==> config.mk <==
export PLATFORM = sky130hd
export DESIGN_NAME = haptic_force_shaper
export DESIGN_NICKNAME = d
export VERILOG_FILES = /design/src/rtl/hfs_pkg.sv /design/src/rtl/haptic_force_shaper.sv
export SDC_FILE = /design/constraint.sdc
export NUM_CORES = 2
export LEC_CHECK = 0
export BUFFER_PORTS_ARGS = -buffer_cell sky130_fd_sc_hd__buf_2
export CORE_MARGIN = 10
export CORE_UTILIZATION = 26
export CTS_BUF_LIST = sky130_fd_sc_hd__clkbuf_8
export CTS_CLUSTER_DIAMETER = 40
export DETAILED_ROUTE_END_ITERATION = 10
export SYNTH_ARGS = -nofsm -noshare
export SYNTH_HDL_FRONTEND = slang
export SYNTH_SLANG_ARGS = --single-unit
==> constraint.sdc <==
create_clock -name i_clk -period 9.37 [get_ports i_clk]
set_input_delay 0.937 -clock i_clk [delete_from_list [all_inputs] [get_ports i_clk]]
set_output_delay 0.937 -clock i_clk [all_outputs]
set_load 0.02 [all_outputs]
==> src/rtl/hfs_pkg.sv <==
package hfs_pkg;

    localparam int FORCE_WIDTH = 24;
    localparam int VEC_W       = FORCE_WIDTH + 2;
    localparam int MUL_W       = 2 * VEC_W;
    localparam int SUM_W       = MUL_W - 1;
    localparam int GAIN_W      = 17;
    localparam int LIM_W       = 23;
    localparam int RAMP_W      = 17;
    localparam int CFG_W       = 23;
    localparam int CFG_IDX_W   = 2;
    localparam int DCNT_W      = $clog2(MUL_W + 1);

    localparam logic [GAIN_W-1:0] Q16_ONE  = GAIN_W'(65536);
    localparam logic [RAMP_W-1:0] RAMP_MAX = RAMP_W'(131071);
    localparam logic [15:0]       Q16_HALF = 16'd32768;

    localparam logic [GAIN_W-1:0] GAIN_RST = GAIN_W'(2521);
    localparam logic [LIM_W-1:0]  STEP_RST = LIM_W'(16384);
    localparam logic [LIM_W-1:0]  NORM_RST = LIM_W'(983040);
    localparam logic [GAIN_W-1:0] RSTEP_RST = GAIN_W'(819);

    localparam logic [CFG_IDX_W-1:0] REG_FILTER_GAIN    = 2'd0;
    localparam logic [CFG_IDX_W-1:0] REG_MAX_STEP       = 2'd1;
    localparam logic [CFG_IDX_W-1:0] REG_MAX_FORCE_NORM = 2'd2;
    localparam logic [CFG_IDX_W-1:0] REG_RAMP_STEP      = 2'd3;

    typedef enum logic [3:0] {
        ST_IDLE,
        ST_RAMP_MUL,
        ST_TGT_MUL,
        ST_GAIN_MUL,
        ST_SQ_MUL,
        ST_LIM_MUL,
        ST_SQRT,
        ST_DIV_MUL,
        ST_DIV,
        ST_UPDATE,
        ST_OUT
    } t_state;

    function automatic logic [VEC_W-1:0] abs_vec(input logic signed [VEC_W-1:0] v);
        return v[VEC_W-1] ? VEC_W'(-v) : VEC_W'(v);
    endfunction

    function automatic logic signed [FORCE_WIDTH-1:0] sat_force(
        input logic signed [VEC_W:0] v);
        logic signed [VEC_W:0] hi;
        logic signed [VEC_W:0] lo;
        hi = (VEC_W+1)'((1 <<< (FORCE_WIDTH - 1)) - 1);
        lo = -hi - (VEC_W+1)'(1);
        if (v > hi) begin
            return FORCE_WIDTH'(hi);
        end else if (v < lo) begin
            return FORCE_WIDTH'(lo);
        end
        return FORCE_WIDTH'(v);
    endfunction

endpackage

==> src/rtl/haptic_force_shaper.sv <==
// Haptic force shaper: ramp-in, first-order low-pass and vector slew limit on a
// 3-axis Q8.16 force, then a vector norm ceiling. One request at a time; an
// inactive request presents zeros the cycle after it is taken, an active one
// takes longer depending on operand sizes and whether the limits cut in. The
// time is set by the single shift-add multiplier (one operand bit per cycle,
// stops early on small operands), the two-bits-per-cycle square root and the
// restoring divider (per axis after its multiply, when the slew or norm limit
// cuts in). Configuration is accepted any time the block is idle.
module haptic_force_shaper (
    input  logic                                i_clk,
    input  logic                                i_rst_n,
    input  logic                                i_valid,
    output logic                                o_stall,
    input  logic                                i_contact_active,
    input  logic signed [hfs_pkg::FORCE_WIDTH-1:0] i_target_x,
    input  logic signed [hfs_pkg::FORCE_WIDTH-1:0] i_target_y,
    input  logic signed [hfs_pkg::FORCE_WIDTH-1:0] i_target_z,
    output logic                                o_valid,
    input  logic                                i_stall,
    output logic signed [hfs_pkg::FORCE_WIDTH-1:0] o_force_x,
    output logic signed [hfs_pkg::FORCE_WIDTH-1:0] o_force_y,
    output logic signed [hfs_pkg::FORCE_WIDTH-1:0] o_force_z,
    output logic                                o_slew_limited,
    output logic                                o_norm_clamped,
    input  logic                                i_cfg_wr_en,
    input  logic [hfs_pkg::CFG_IDX_W-1:0]       i_cfg_index,
    input  logic [hfs_pkg::CFG_W-1:0]           i_cfg_data
);

    localparam int FW = hfs_pkg::FORCE_WIDTH;
    localparam int VW = hfs_pkg::VEC_W;
    localparam int MW = hfs_pkg::MUL_W;
    localparam int SW = hfs_pkg::SUM_W;

    hfs_pkg::t_state r_state, n_state;

    logic [hfs_pkg::GAIN_W-1:0] r_gain, r_rstep;
    logic [hfs_pkg::LIM_W-1:0]  r_mstep, r_mnorm;

    logic signed [FW-1:0] r_filt [3], n_filt [3];
    logic signed [FW-1:0] r_tgt  [3], n_tgt  [3];
    logic signed [VW-1:0] r_v    [3], n_v    [3];
    logic                 r_was_active, n_was_active;
    logic [hfs_pkg::RAMP_W-1:0] r_ramp_count, n_ramp_count;
    logic [hfs_pkg::GAIN_W-1:0] r_ramp, n_ramp;
    logic [1:0]           r_ax, n_ax;
    logic                 r_pass, n_pass;
    logic                 r_exc, n_exc;
    logic [hfs_pkg::LIM_W-1:0] r_lim, n_lim;

    logic [MW-1:0]        r_ma, n_ma, r_acc, n_acc;
    logic [VW-1:0]        r_mb, n_mb;
    logic [SW-1:0]        r_sum, n_sum;
    logic [SW-1:0]        r_rem, n_rem, r_res, n_res, r_bit, n_bit;
    logic [VW-1:0]        r_norm, n_norm;
    logic [MW-1:0]        r_dq, n_dq;
    logic [VW-1:0]        r_drem, n_drem;
    logic [hfs_pkg::DCNT_W-1:0] r_dcnt, n_dcnt;
    logic                 r_dsign, n_dsign;

    logic signed [FW-1:0] r_fx, r_fy, r_fz, n_fx, n_fy, n_fz;
    logic                 r_slew, r_clamp, n_slew, n_clamp;

    logic in_acc, out_acc, mul_done, sqrt_done, div_done;

    assign in_acc    = i_valid && !o_stall;
    assign out_acc   = o_valid && !i_stall;
    assign mul_done  = (r_mb == '0);
    assign sqrt_done = (r_bit == '0);
    assign div_done  = (r_dcnt == '0);

    always_comb begin
        n_state = r_state;
        unique case (r_state)
            hfs_pkg::ST_IDLE: begin
                if (in_acc) begin
                    n_state = i_contact_active ? hfs_pkg::ST_RAMP_MUL : hfs_pkg::ST_OUT;
                end
            end
            hfs_pkg::ST_RAMP_MUL: begin
                if (mul_done) n_state = hfs_pkg::ST_TGT_MUL;
            end
            hfs_pkg::ST_TGT_MUL: begin
                if (mul_done) n_state = hfs_pkg::ST_GAIN_MUL;
            end
            hfs_pkg::ST_GAIN_MUL: begin
                if (mul_done) begin
                    n_state = (r_ax == 2'd2) ? hfs_pkg::ST_SQ_MUL : hfs_pkg::ST_TGT_MUL;
                end
            end
            hfs_pkg::ST_SQ_MUL: begin
                if (mul_done && r_ax == 2'd2) n_state = hfs_pkg::ST_LIM_MUL;
            end
            hfs_pkg::ST_LIM_MUL: begin
                if (mul_done) begin
                    n_state = (MW'(r_sum) > r_acc) ? hfs_pkg::ST_SQRT : hfs_pkg::ST_UPDATE;
                end
            end
            hfs_pkg::ST_SQRT: begin
                if (sqrt_done) n_state = hfs_pkg::ST_DIV_MUL;
            end
            hfs_pkg::ST_DIV_MUL: begin
                if (mul_done) n_state = hfs_pkg::ST_DIV;
            end
            hfs_pkg::ST_DIV: begin
                if (div_done) begin
                    n_state = (r_ax == 2'd2) ? hfs_pkg::ST_UPDATE : hfs_pkg::ST_DIV_MUL;
                end
            end
            hfs_pkg::ST_UPDATE: begin
                n_state = r_pass ? hfs_pkg::ST_OUT : hfs_pkg::ST_SQ_MUL;
            end
            hfs_pkg::ST_OUT: begin
                if (!i_stall) n_state = hfs_pkg::ST_IDLE;
            end
            default: n_state = hfs_pkg::ST_IDLE;
        endcase
    end

    always_comb begin
        o_stall = (r_state != hfs_pkg::ST_IDLE);
        o_valid = (r_state == hfs_pkg::ST_OUT);
    end

    assign o_force_x      = r_fx;
    assign o_force_y      = r_fy;
    assign o_force_z      = r_fz;
    assign o_slew_limited = r_slew;
    assign o_norm_clamped = r_clamp;

    always_comb begin
        logic [hfs_pkg::RAMP_W-1:0] cnt;
        logic [hfs_pkg::GAIN_W-1:0] gsat;
        logic [MW-1:0]              rnd;
        logic signed [VW-1:0]       rv;
        logic signed [VW-1:0]       diff;
        logic [SW:0]                trial;
        logic [VW:0]                dt;
        logic                       ge;
        logic [VW-1:0]              q;
        logic signed [VW:0]         fs;

        n_filt = r_filt;   n_tgt = r_tgt;   n_v = r_v;
        n_was_active = r_was_active;  n_ramp_count = r_ramp_count;
        n_ramp = r_ramp;   n_ax = r_ax;     n_pass = r_pass;
        n_exc = r_exc;     n_lim = r_lim;   n_sum = r_sum;
        n_rem = r_rem;     n_res = r_res;   n_bit = r_bit;
        n_norm = r_norm;   n_dq = r_dq;     n_drem = r_drem;
        n_dcnt = r_dcnt;   n_dsign = r_dsign;
        n_fx = r_fx;  n_fy = r_fy;  n_fz = r_fz;
        n_slew = r_slew;   n_clamp = r_clamp;

        cnt   = '0;
        gsat  = (r_gain > hfs_pkg::Q16_ONE) ? hfs_pkg::Q16_ONE : r_gain;
        rnd   = r_acc + MW'(hfs_pkg::Q16_HALF);
        rv    = '0;
        diff  = '0;
        trial = '0;
        dt    = '0;
        ge    = 1'b0;
        q     = '0;
        fs    = '0;

        n_ma  = r_ma << 1;
        n_mb  = r_mb >> 1;
        n_acc = r_mb[0] ? r_acc + r_ma : r_acc;

        case (r_state)
            hfs_pkg::ST_IDLE: begin
                n_ma = r_ma;  n_mb = r_mb;  n_acc = r_acc;
                if (in_acc) begin
                    n_tgt[0] = i_target_x;
                    n_tgt[1] = i_target_y;
                    n_tgt[2] = i_target_z;
                    if (!i_contact_active) begin
                        for (int i = 0; i < 3; i++) n_filt[i] = '0;
                        n_was_active = 1'b0;
                        n_ramp_count = '0;
                        n_fx = '0;  n_fy = '0;  n_fz = '0;
                        n_slew = 1'b0;  n_clamp = 1'b0;
                    end else begin
                        cnt = r_was_active ? r_ramp_count : '0;
                        n_was_active = 1'b1;
                        n_ramp_count = (cnt < hfs_pkg::RAMP_MAX) ? cnt + 1'b1 : cnt;
                        n_ma  = MW'(cnt);
                        n_mb  = VW'(r_rstep);
                        n_acc = '0;
                    end
                end
            end
            hfs_pkg::ST_RAMP_MUL: begin
                if (mul_done) begin
                    n_ramp = (r_acc > MW'(hfs_pkg::Q16_ONE)) ? hfs_pkg::Q16_ONE
                                                             : hfs_pkg::GAIN_W'(r_acc);
                    n_ax  = 2'd0;
                    n_ma  = MW'(hfs_pkg::abs_vec(VW'(r_tgt[0])));
                    n_mb  = VW'(n_ramp);
                    n_acc = '0;
                end
            end
            hfs_pkg::ST_TGT_MUL: begin
                if (mul_done) begin
                    rv    = r_tgt[r_ax][FW-1] ? -VW'(rnd[MW-1:16]) : VW'(rnd[MW-1:16]);
                    diff  = rv - VW'(r_filt[r_ax]);
                    n_dsign = diff[VW-1];
                    n_ma  = MW'(hfs_pkg::abs_vec(diff));
                    n_mb  = VW'(gsat);
                    n_acc = '0;
                end
            end
            hfs_pkg::ST_GAIN_MUL: begin
                if (mul_done) begin
                    n_v[r_ax] = r_dsign ? -VW'(rnd[MW-1:16]) : VW'(rnd[MW-1:16]);
                    if (r_ax == 2'd2) begin
                        n_ax   = 2'd0;
                        n_pass = 1'b0;
                        n_lim  = r_mstep;
                        n_sum  = '0;
                        n_ma   = MW'(hfs_pkg::abs_vec(n_v[0]));
                        n_mb   = hfs_pkg::abs_vec(n_v[0]);
                    end else begin
                        n_ax = r_ax + 2'd1;
                        n_ma = MW'(hfs_pkg::abs_vec(VW'(r_tgt[n_ax])));
                        n_mb = VW'(r_ramp);
                    end
                    n_acc = '0;
                end
            end
            hfs_pkg::ST_SQ_MUL: begin
                if (mul_done) begin
                    n_sum = r_sum + SW'(r_acc);
                    if (r_ax == 2'd2) begin
                        n_ma = MW'(r_lim);
                        n_mb = VW'(r_lim);
                    end else begin
                        n_ax = r_ax + 2'd1;
                        n_ma = MW'(hfs_pkg::abs_vec(r_v[n_ax]));
                        n_mb = hfs_pkg::abs_vec(r_v[n_ax]);
                    end
                    n_acc = '0;
                end
            end
            hfs_pkg::ST_LIM_MUL: begin
                if (mul_done) begin
                    n_exc = (MW'(r_sum) > r_acc);
                    n_rem = r_sum;
                    n_res = '0;
                    n_bit = SW'(1) << (SW - 1);
                end
            end
            hfs_pkg::ST_SQRT: begin
                if (!sqrt_done) begin
                    trial = (SW+1)'(r_res) + (SW+1)'(r_bit);
                    if ((SW+1)'(r_rem) >= trial) begin
                        n_rem = r_rem - SW'(trial);
                        n_res = (r_res >> 1) + r_bit;
                    end else begin
                        n_res = r_res >> 1;
                    end
                    n_bit = r_bit >> 2;
                end else begin
                    n_norm = VW'(r_res);
                    n_ax   = 2'd0;
                    n_ma   = MW'(hfs_pkg::abs_vec(r_v[0]));
                    n_mb   = VW'(r_lim);
                    n_acc  = '0;
                end
            end
            hfs_pkg::ST_DIV_MUL: begin
                if (mul_done) begin
                    n_dq    = r_acc + MW'(r_norm >> 1);
                    n_drem  = '0;
                    n_dcnt  = hfs_pkg::DCNT_W'(MW);
                    n_dsign = r_v[r_ax][VW-1];
                end
            end
            hfs_pkg::ST_DIV: begin
                if (!div_done) begin
                    dt = {r_drem, r_dq[MW-1]};
                    ge = (dt >= (VW+1)'(r_norm));
                    n_drem = ge ? VW'(dt - (VW+1)'(r_norm)) : VW'(dt);
                    n_dq   = {r_dq[MW-2:0], ge};
                    n_dcnt = r_dcnt - 1'b1;
                end else begin
                    q = VW'(r_dq);
                    n_v[r_ax] = r_dsign ? -q : q;
                    if (r_ax != 2'd2) begin
                        n_ax  = r_ax + 2'd1;
                        n_ma  = MW'(hfs_pkg::abs_vec(r_v[n_ax]));
                        n_mb  = VW'(r_lim);
                        n_acc = '0;
                    end
                end
            end
            hfs_pkg::ST_UPDATE: begin
                if (!r_pass) begin
                    n_slew = r_exc;
                    for (int i = 0; i < 3; i++) begin
                        fs = (VW+1)'(r_filt[i]) + (VW+1)'(r_v[i]);
                        n_filt[i] = hfs_pkg::sat_force(fs);
                        n_v[i]    = VW'(n_filt[i]);
                    end
                    n_pass = 1'b1;
                    n_lim  = r_mnorm;
                    n_sum  = '0;
                    n_ax   = 2'd0;
                    n_ma   = MW'(hfs_pkg::abs_vec(n_v[0]));
                    n_mb   = hfs_pkg::abs_vec(n_v[0]);
                    n_acc  = '0;
                end else begin
                    n_clamp = r_exc;
                    n_fx = hfs_pkg::sat_force((VW+1)'(r_v[0]));
                    n_fy = hfs_pkg::sat_force((VW+1)'(r_v[1]));
                    n_fz = hfs_pkg::sat_force((VW+1)'(r_v[2]));
                end
            end
            default: begin
                n_ma = r_ma;  n_mb = r_mb;  n_acc = r_acc;
            end
        endcase
    end

    always_ff @(posedge i_clk) begin
        if (!i_rst_n) begin
            r_state      <= hfs_pkg::ST_IDLE;
            r_gain       <= hfs_pkg::GAIN_RST;
            r_mstep      <= hfs_pkg::STEP_RST;
            r_mnorm      <= hfs_pkg::NORM_RST;
            r_rstep      <= hfs_pkg::RSTEP_RST;
            r_was_active <= 1'b0;
            r_ramp_count <= '0;
            r_mb         <= '0;
            r_bit        <= '0;
            r_dcnt       <= '0;
            for (int i = 0; i < 3; i++) r_filt[i] <= '0;
        end else begin
            r_state      <= n_state;
            r_was_active <= n_was_active;
            r_ramp_count <= n_ramp_count;
            r_mb         <= n_mb;
            r_bit        <= n_bit;
            r_dcnt       <= n_dcnt;
            r_filt       <= n_filt;
            if (i_cfg_wr_en) begin
                unique case (i_cfg_index)
                    hfs_pkg::REG_FILTER_GAIN:    r_gain  <= i_cfg_data[hfs_pkg::GAIN_W-1:0];
                    hfs_pkg::REG_MAX_STEP:       r_mstep <= i_cfg_data;
                    hfs_pkg::REG_MAX_FORCE_NORM: r_mnorm <= i_cfg_data;
                    hfs_pkg::REG_RAMP_STEP:      r_rstep <= i_cfg_data[hfs_pkg::GAIN_W-1:0];
                    default: ;
                endcase
            end
        end
    end

    always_ff @(posedge i_clk) begin
        r_tgt   <= n_tgt;    r_v    <= n_v;     r_ramp <= n_ramp;
        r_ax    <= n_ax;     r_pass <= n_pass;  r_exc  <= n_exc;
        r_lim   <= n_lim;    r_ma   <= n_ma;    r_acc  <= n_acc;
        r_sum   <= n_sum;    r_rem  <= n_rem;   r_res  <= n_res;
        r_norm  <= n_norm;   r_dq   <= n_dq;    r_drem <= n_drem;
        r_dsign <= n_dsign;
        r_fx    <= n_fx;     r_fy   <= n_fy;    r_fz   <= n_fz;
        r_slew  <= n_slew;   r_clamp <= n_clamp;
    end

    a_busy_after_req: assert property (@(posedge i_clk) disable iff (!i_rst_n)
        in_acc |=> r_state != hfs_pkg::ST_IDLE)
        else $error("request accepted but sequencer stayed idle");

    a_sqrt_bit: assert property (@(posedge i_clk) disable iff (!i_rst_n)
        r_state == hfs_pkg::ST_SQRT |-> $onehot0(r_bit))
        else $error("root trial bit not one-hot");

    a_ramp_clear: assert property (@(posedge i_clk) disable iff (!i_rst_n)
        !r_was_active |-> r_ramp_count == '0)
        else $error("ramp count live without contact");

    a_div_rem: assert property (@(posedge i_clk) disable iff (!i_rst_n)
        r_state == hfs_pkg::ST_DIV |-> r_drem < r_norm)
        else $error("divider remainder out of range");

    a_out_hold: assert property (@(posedge i_clk) disable iff (!i_rst_n)
        out_acc |=> r_state == hfs_pkg::ST_IDLE)
        else $error("result taken but block not idle");

endmodule
==> metrics.md <==
| Metric | Value |
|---|---|
| Outcome | completed |
| Critical R2R Launch | r_acc[16] |
| Final Cycle Share | 82.46% |
| Reg2Reg Depth | 21 |
| CTS tree | yes |
| Final nets | 8,531 |
| Via density | 5.624 |
| # hold bufs at CTS | 0 |
| Sw Share | 52.69% |
| Clock Sinks | 862 |
| IO buf count | 178 |
| Clk slew on worst S/H paths | 0.06 ns |
| Cells after DPL | 11,186 |
| Syn Inst Count | 7,919 |
| Core area | 0.2562 mm2 |
| Clk buf depth | 3 |
| Min Hold Slack | 0.1492 ns |
| Drt wl/cell | 25.13 um |
| Die width | 526.8 um |
| Worst-Margin Slew | 1.416 ns |
| Total global-route track usage | 19.69% |
| Main flop type after synthesis | edfxtp_1 |
| Setup slack at placement | 1.794 ns |
| Worst skew pair latency | 1.00 ns |
| Hpwl dp | 221,200 um |
| Total negative setup slack | 0 ns |
| First-pass GRT wire length | 417,000 um |
| Number of H-tree levels | 4 |
| Fmax | 129.4 MHz |
| Resized Gates After CTS | 0 |
| Drt initial violations | 7,947 |
| Layout Cells excl Fill | 11,557 |
| Vias | 64,995 |
| Hold path cells | 1 |
| Hold path endpoint | r_tgt[39] |
| Register area share after synthesis | 35.28% |
| Hold Path Origin | i_target_y[15] |
| Fraction of layout cells with a size suffix above 1 | 9.350% |
| Worst EP arrival | 8.42 ns |
| Io pins | 179 |
| Setup violators final | 0 |
| EDFF count, synth | 630 |
| Comb pwr share | 58.6% |
| Leak | 28.56 nW |
| Routed WL | 290,400 um |
| Fin crit period | 7.726 ns |
| Internal | 12.27 mW |
| Worst vdd ir | 0.3069 mV |
| Crit start category | flip-flop |
| Distinct cells, synth | 103 |
| Synth Area per Inst | 8.433 um2 |
| Final Max Tran Viols | 0 |
| CTS Root Cell | clkbuf_8 |
| Total of max-cap violations | 0 |
| Clock power share | 17.7% |
| Post-DRT Antenna Nets | 0 |
| CP Max Fanout | 15 |
| Largest net degree at the start of global routing | 96 |
| Flop pwr share | 23.7% |
| Die area | 0.2775 mm2 |
| CTS Buf Count | 189 |
| Worst Hold Class | input port to flip-flop |
| RSZ-0062 raised after global routing | false |
| First-pass detailed-route iteration total | 8 |
| Routability congestion estimate | 1.046 |
| Final hold vios | 0 |
| Mapped Area | 0.06678 mm2 |
| Grt total ovfl | 0 |
| Die Ht | 526.8 um |
| Syn nets | 8,457 |
| FFs w/ async S/R, synth | 0% |
| Final Cell Area | 0.07566 mm2 |
| Initial Utilization | 26.06% |
| Initial antenna violation count | 25 |
| Vias in the first global route | 61,053 |
| Postcts setup bufs | 0 |
| Layout area overhead | 13.30% |
| WP data required | 10.06 ns |
| Seq cells post-synth | 862 |
| DRC Markers | 0 |
| Switching power | 13.67 mW |
| Slew margin rel. | 5.572% |
| WS Path Type | flip-flop to flip-flop |
| Finished Core Util | 29.53% |
| Tot Pwr | 25.95 mW |
| RR Endpoint | r_ma[22] |
| Yosys warns | 0 |
| Rows | 186 |
| Final Skew | 0.08138 ns |
| Worst reg-to-reg setup slack | 1.64 ns |
| Worst Setup Slack, final | 1.644 ns |
| Placed Area | 0.07147 mm2 |
| PD cells | 342.9 mW/mm2 |
| Critical path capture point type | flip-flop |
power by group through the flow:
stage / clock (mW) / combinational, mW / sequential, mW
3_3_place_gp: 0 / 14.5 / 6.14
3_5_place_dp: 0 / 14.5 / 6.15
5_1_grt: 4.86 / 16.0 / 6.13
6_report: 4.60 / 15.2 / 6.14
4_1_cts: 4.67 / 14.6 / 6.08
2_1_floorplan: 0 / 9.47 / 5.53
worst max-delay path by stage:
| stage | start | end | slack (ns) | depth (start not counted) |
|---|---|---|---|---|
| 6_report | r_acc[16] | r_ma[22] | 1.64 | 21 |
| 4_1_cts | r_acc[16] | r_ma[22] | 1.79 | 21 |
| 3_3_place_gp | r_acc[16] | r_ma[22] | 1.68 | 21 |
| 2_1_floorplan | r_res[2] | r_rem[0] | 1.17 | 25 |
| 3_5_place_dp | r_acc[16] | r_ma[22] | 1.79 | 21 |
| 5_1_grt | r_acc[16] | r_ma[22] | 0.97 | 21 |
cells in the final DEF, fill, tap and decap left out, drive strengths merged, types with 27 or more instances in the layout:
cell type    n
xnor2      364
a31oi      130
or2         27
nor2b       68
or4         33
a21o       147
mux2i      134
o211ai      53
and2        84
nand4       94
or3         75
dfxtp      232
clkbuf     209
nand2      941
a221oi      32
a22oi       67
o21bai      86
clkinv      77
buf        310
a211oi     106
o31ai       58
nand2b      84
o22ai       64
nor4        80
o221ai      46
inv        302
nand3      159
edfxtp     630
and3        64
nor2       802
nor3       145
o21a       118
xor2       228
a21oi      688
ha         426
o21ai      565
routing by layer:
| metal | global-route usage [%] | vias up | part of all wire (%) |
|---|---|---|---|
| li1 | - | 29390 | - |
| met1 | 25.85 | 31359 | 42 |
| met2 | 29.46 | 3397 | 42 |
| met3 | 5.104 | 827 | 10 |
| met4 | 10.65 | 22 | 6.3 |
| met5 | 0 | - | 0.049 |
worst max-delay path, cell delays in order, from the launching register on:
cell and delay, ns:
edfxtp_1 0.65, ha_1 0.42, nand3_1 0.16, xnor2_1 0.47
o2111ai_2 0.37, nor2_1 0.44, a21oi_1 0.15, xnor2_1 0.16
ha_1 0.37, a21oi_1 0.27, nand2_1 0.13, o22ai_1 0.23
a21oi_1 0.13, a221o_1 0.36, a21oi_1 0.44, o21ai_0 0.28
o41ai_1 0.88, xnor2_2 0.46, o21ai_0 0.28, xnor2_1 0.20
a2111oi_0 0.41, o211ai_1 0.15
cell families (layout without fill, tap and decap cells):
group                    Yosys count  count (layout)  synth area share [%]
AO/OA/AOI/OAI                   2464            2464                 23.58
XOR/XNOR                         592             592                 7.786
adder cells (fa/ha/maj)          435             435                 8.251
buffers and inverters            689             930                 3.953
flip-flops                       862             862                 35.28
multiplexers                     155             155                 2.363
other                              0              13                     0
AND/OR/NAND/NOR                 2722            2722                 18.79
cells in the mapped netlist, types with 82 or more instances:
cell / instances / area share (%)
clkbuf_1: 369 / 2.1
nand2_1: 941 / 5.3
inv_1: 259 / 1.5
xnor2_1: 362 / 4.7
o21bai_1: 86 / 0.97
a31oi_1: 130 / 1.2
o21ai_0: 556 / 4.2
a21oi_1: 687 / 5.1
nor2_1: 802 / 4.5
nor3_1: 144 / 1.1
and2_1: 82 / 0.77
ha_1: 426 / 8.0
nand2b_1: 84 / 0.79
o21a_1: 118 / 1.3
nand3_1: 158 / 1.2
a21o_1: 147 / 1.7
xor2_1: 228 / 3.0
mux2i_1: 134 / 2.0
a211oi_1: 103 / 1.2
dfxtp_1: 232 / 7.0
nand4_1: 91 / 0.85
edfxtp_1: 630 / 28
flip-flops by register name, summed over array words and instances, names as in the netlist, 51 cells and up, named ones only:
name    count
r_tgt      72
r_acc      52
r_ma       52
r_rem      51
r_filt     72
r_res      51
r_dq       52
r_sum      51
layout make-up:
cell class                 instances  area (um2)
sequential                       862       23570
clock inverter                   149        1281
antenna                           13       32.53
inverter                         262       989.7
clock buffer                     209        2877
timing repair buffer             310        1882
fill                           27173      180600
multi-input combinational       6368       40800
tap                             3384        4234
Note: power is estimated with default switching activity, not from simulation.
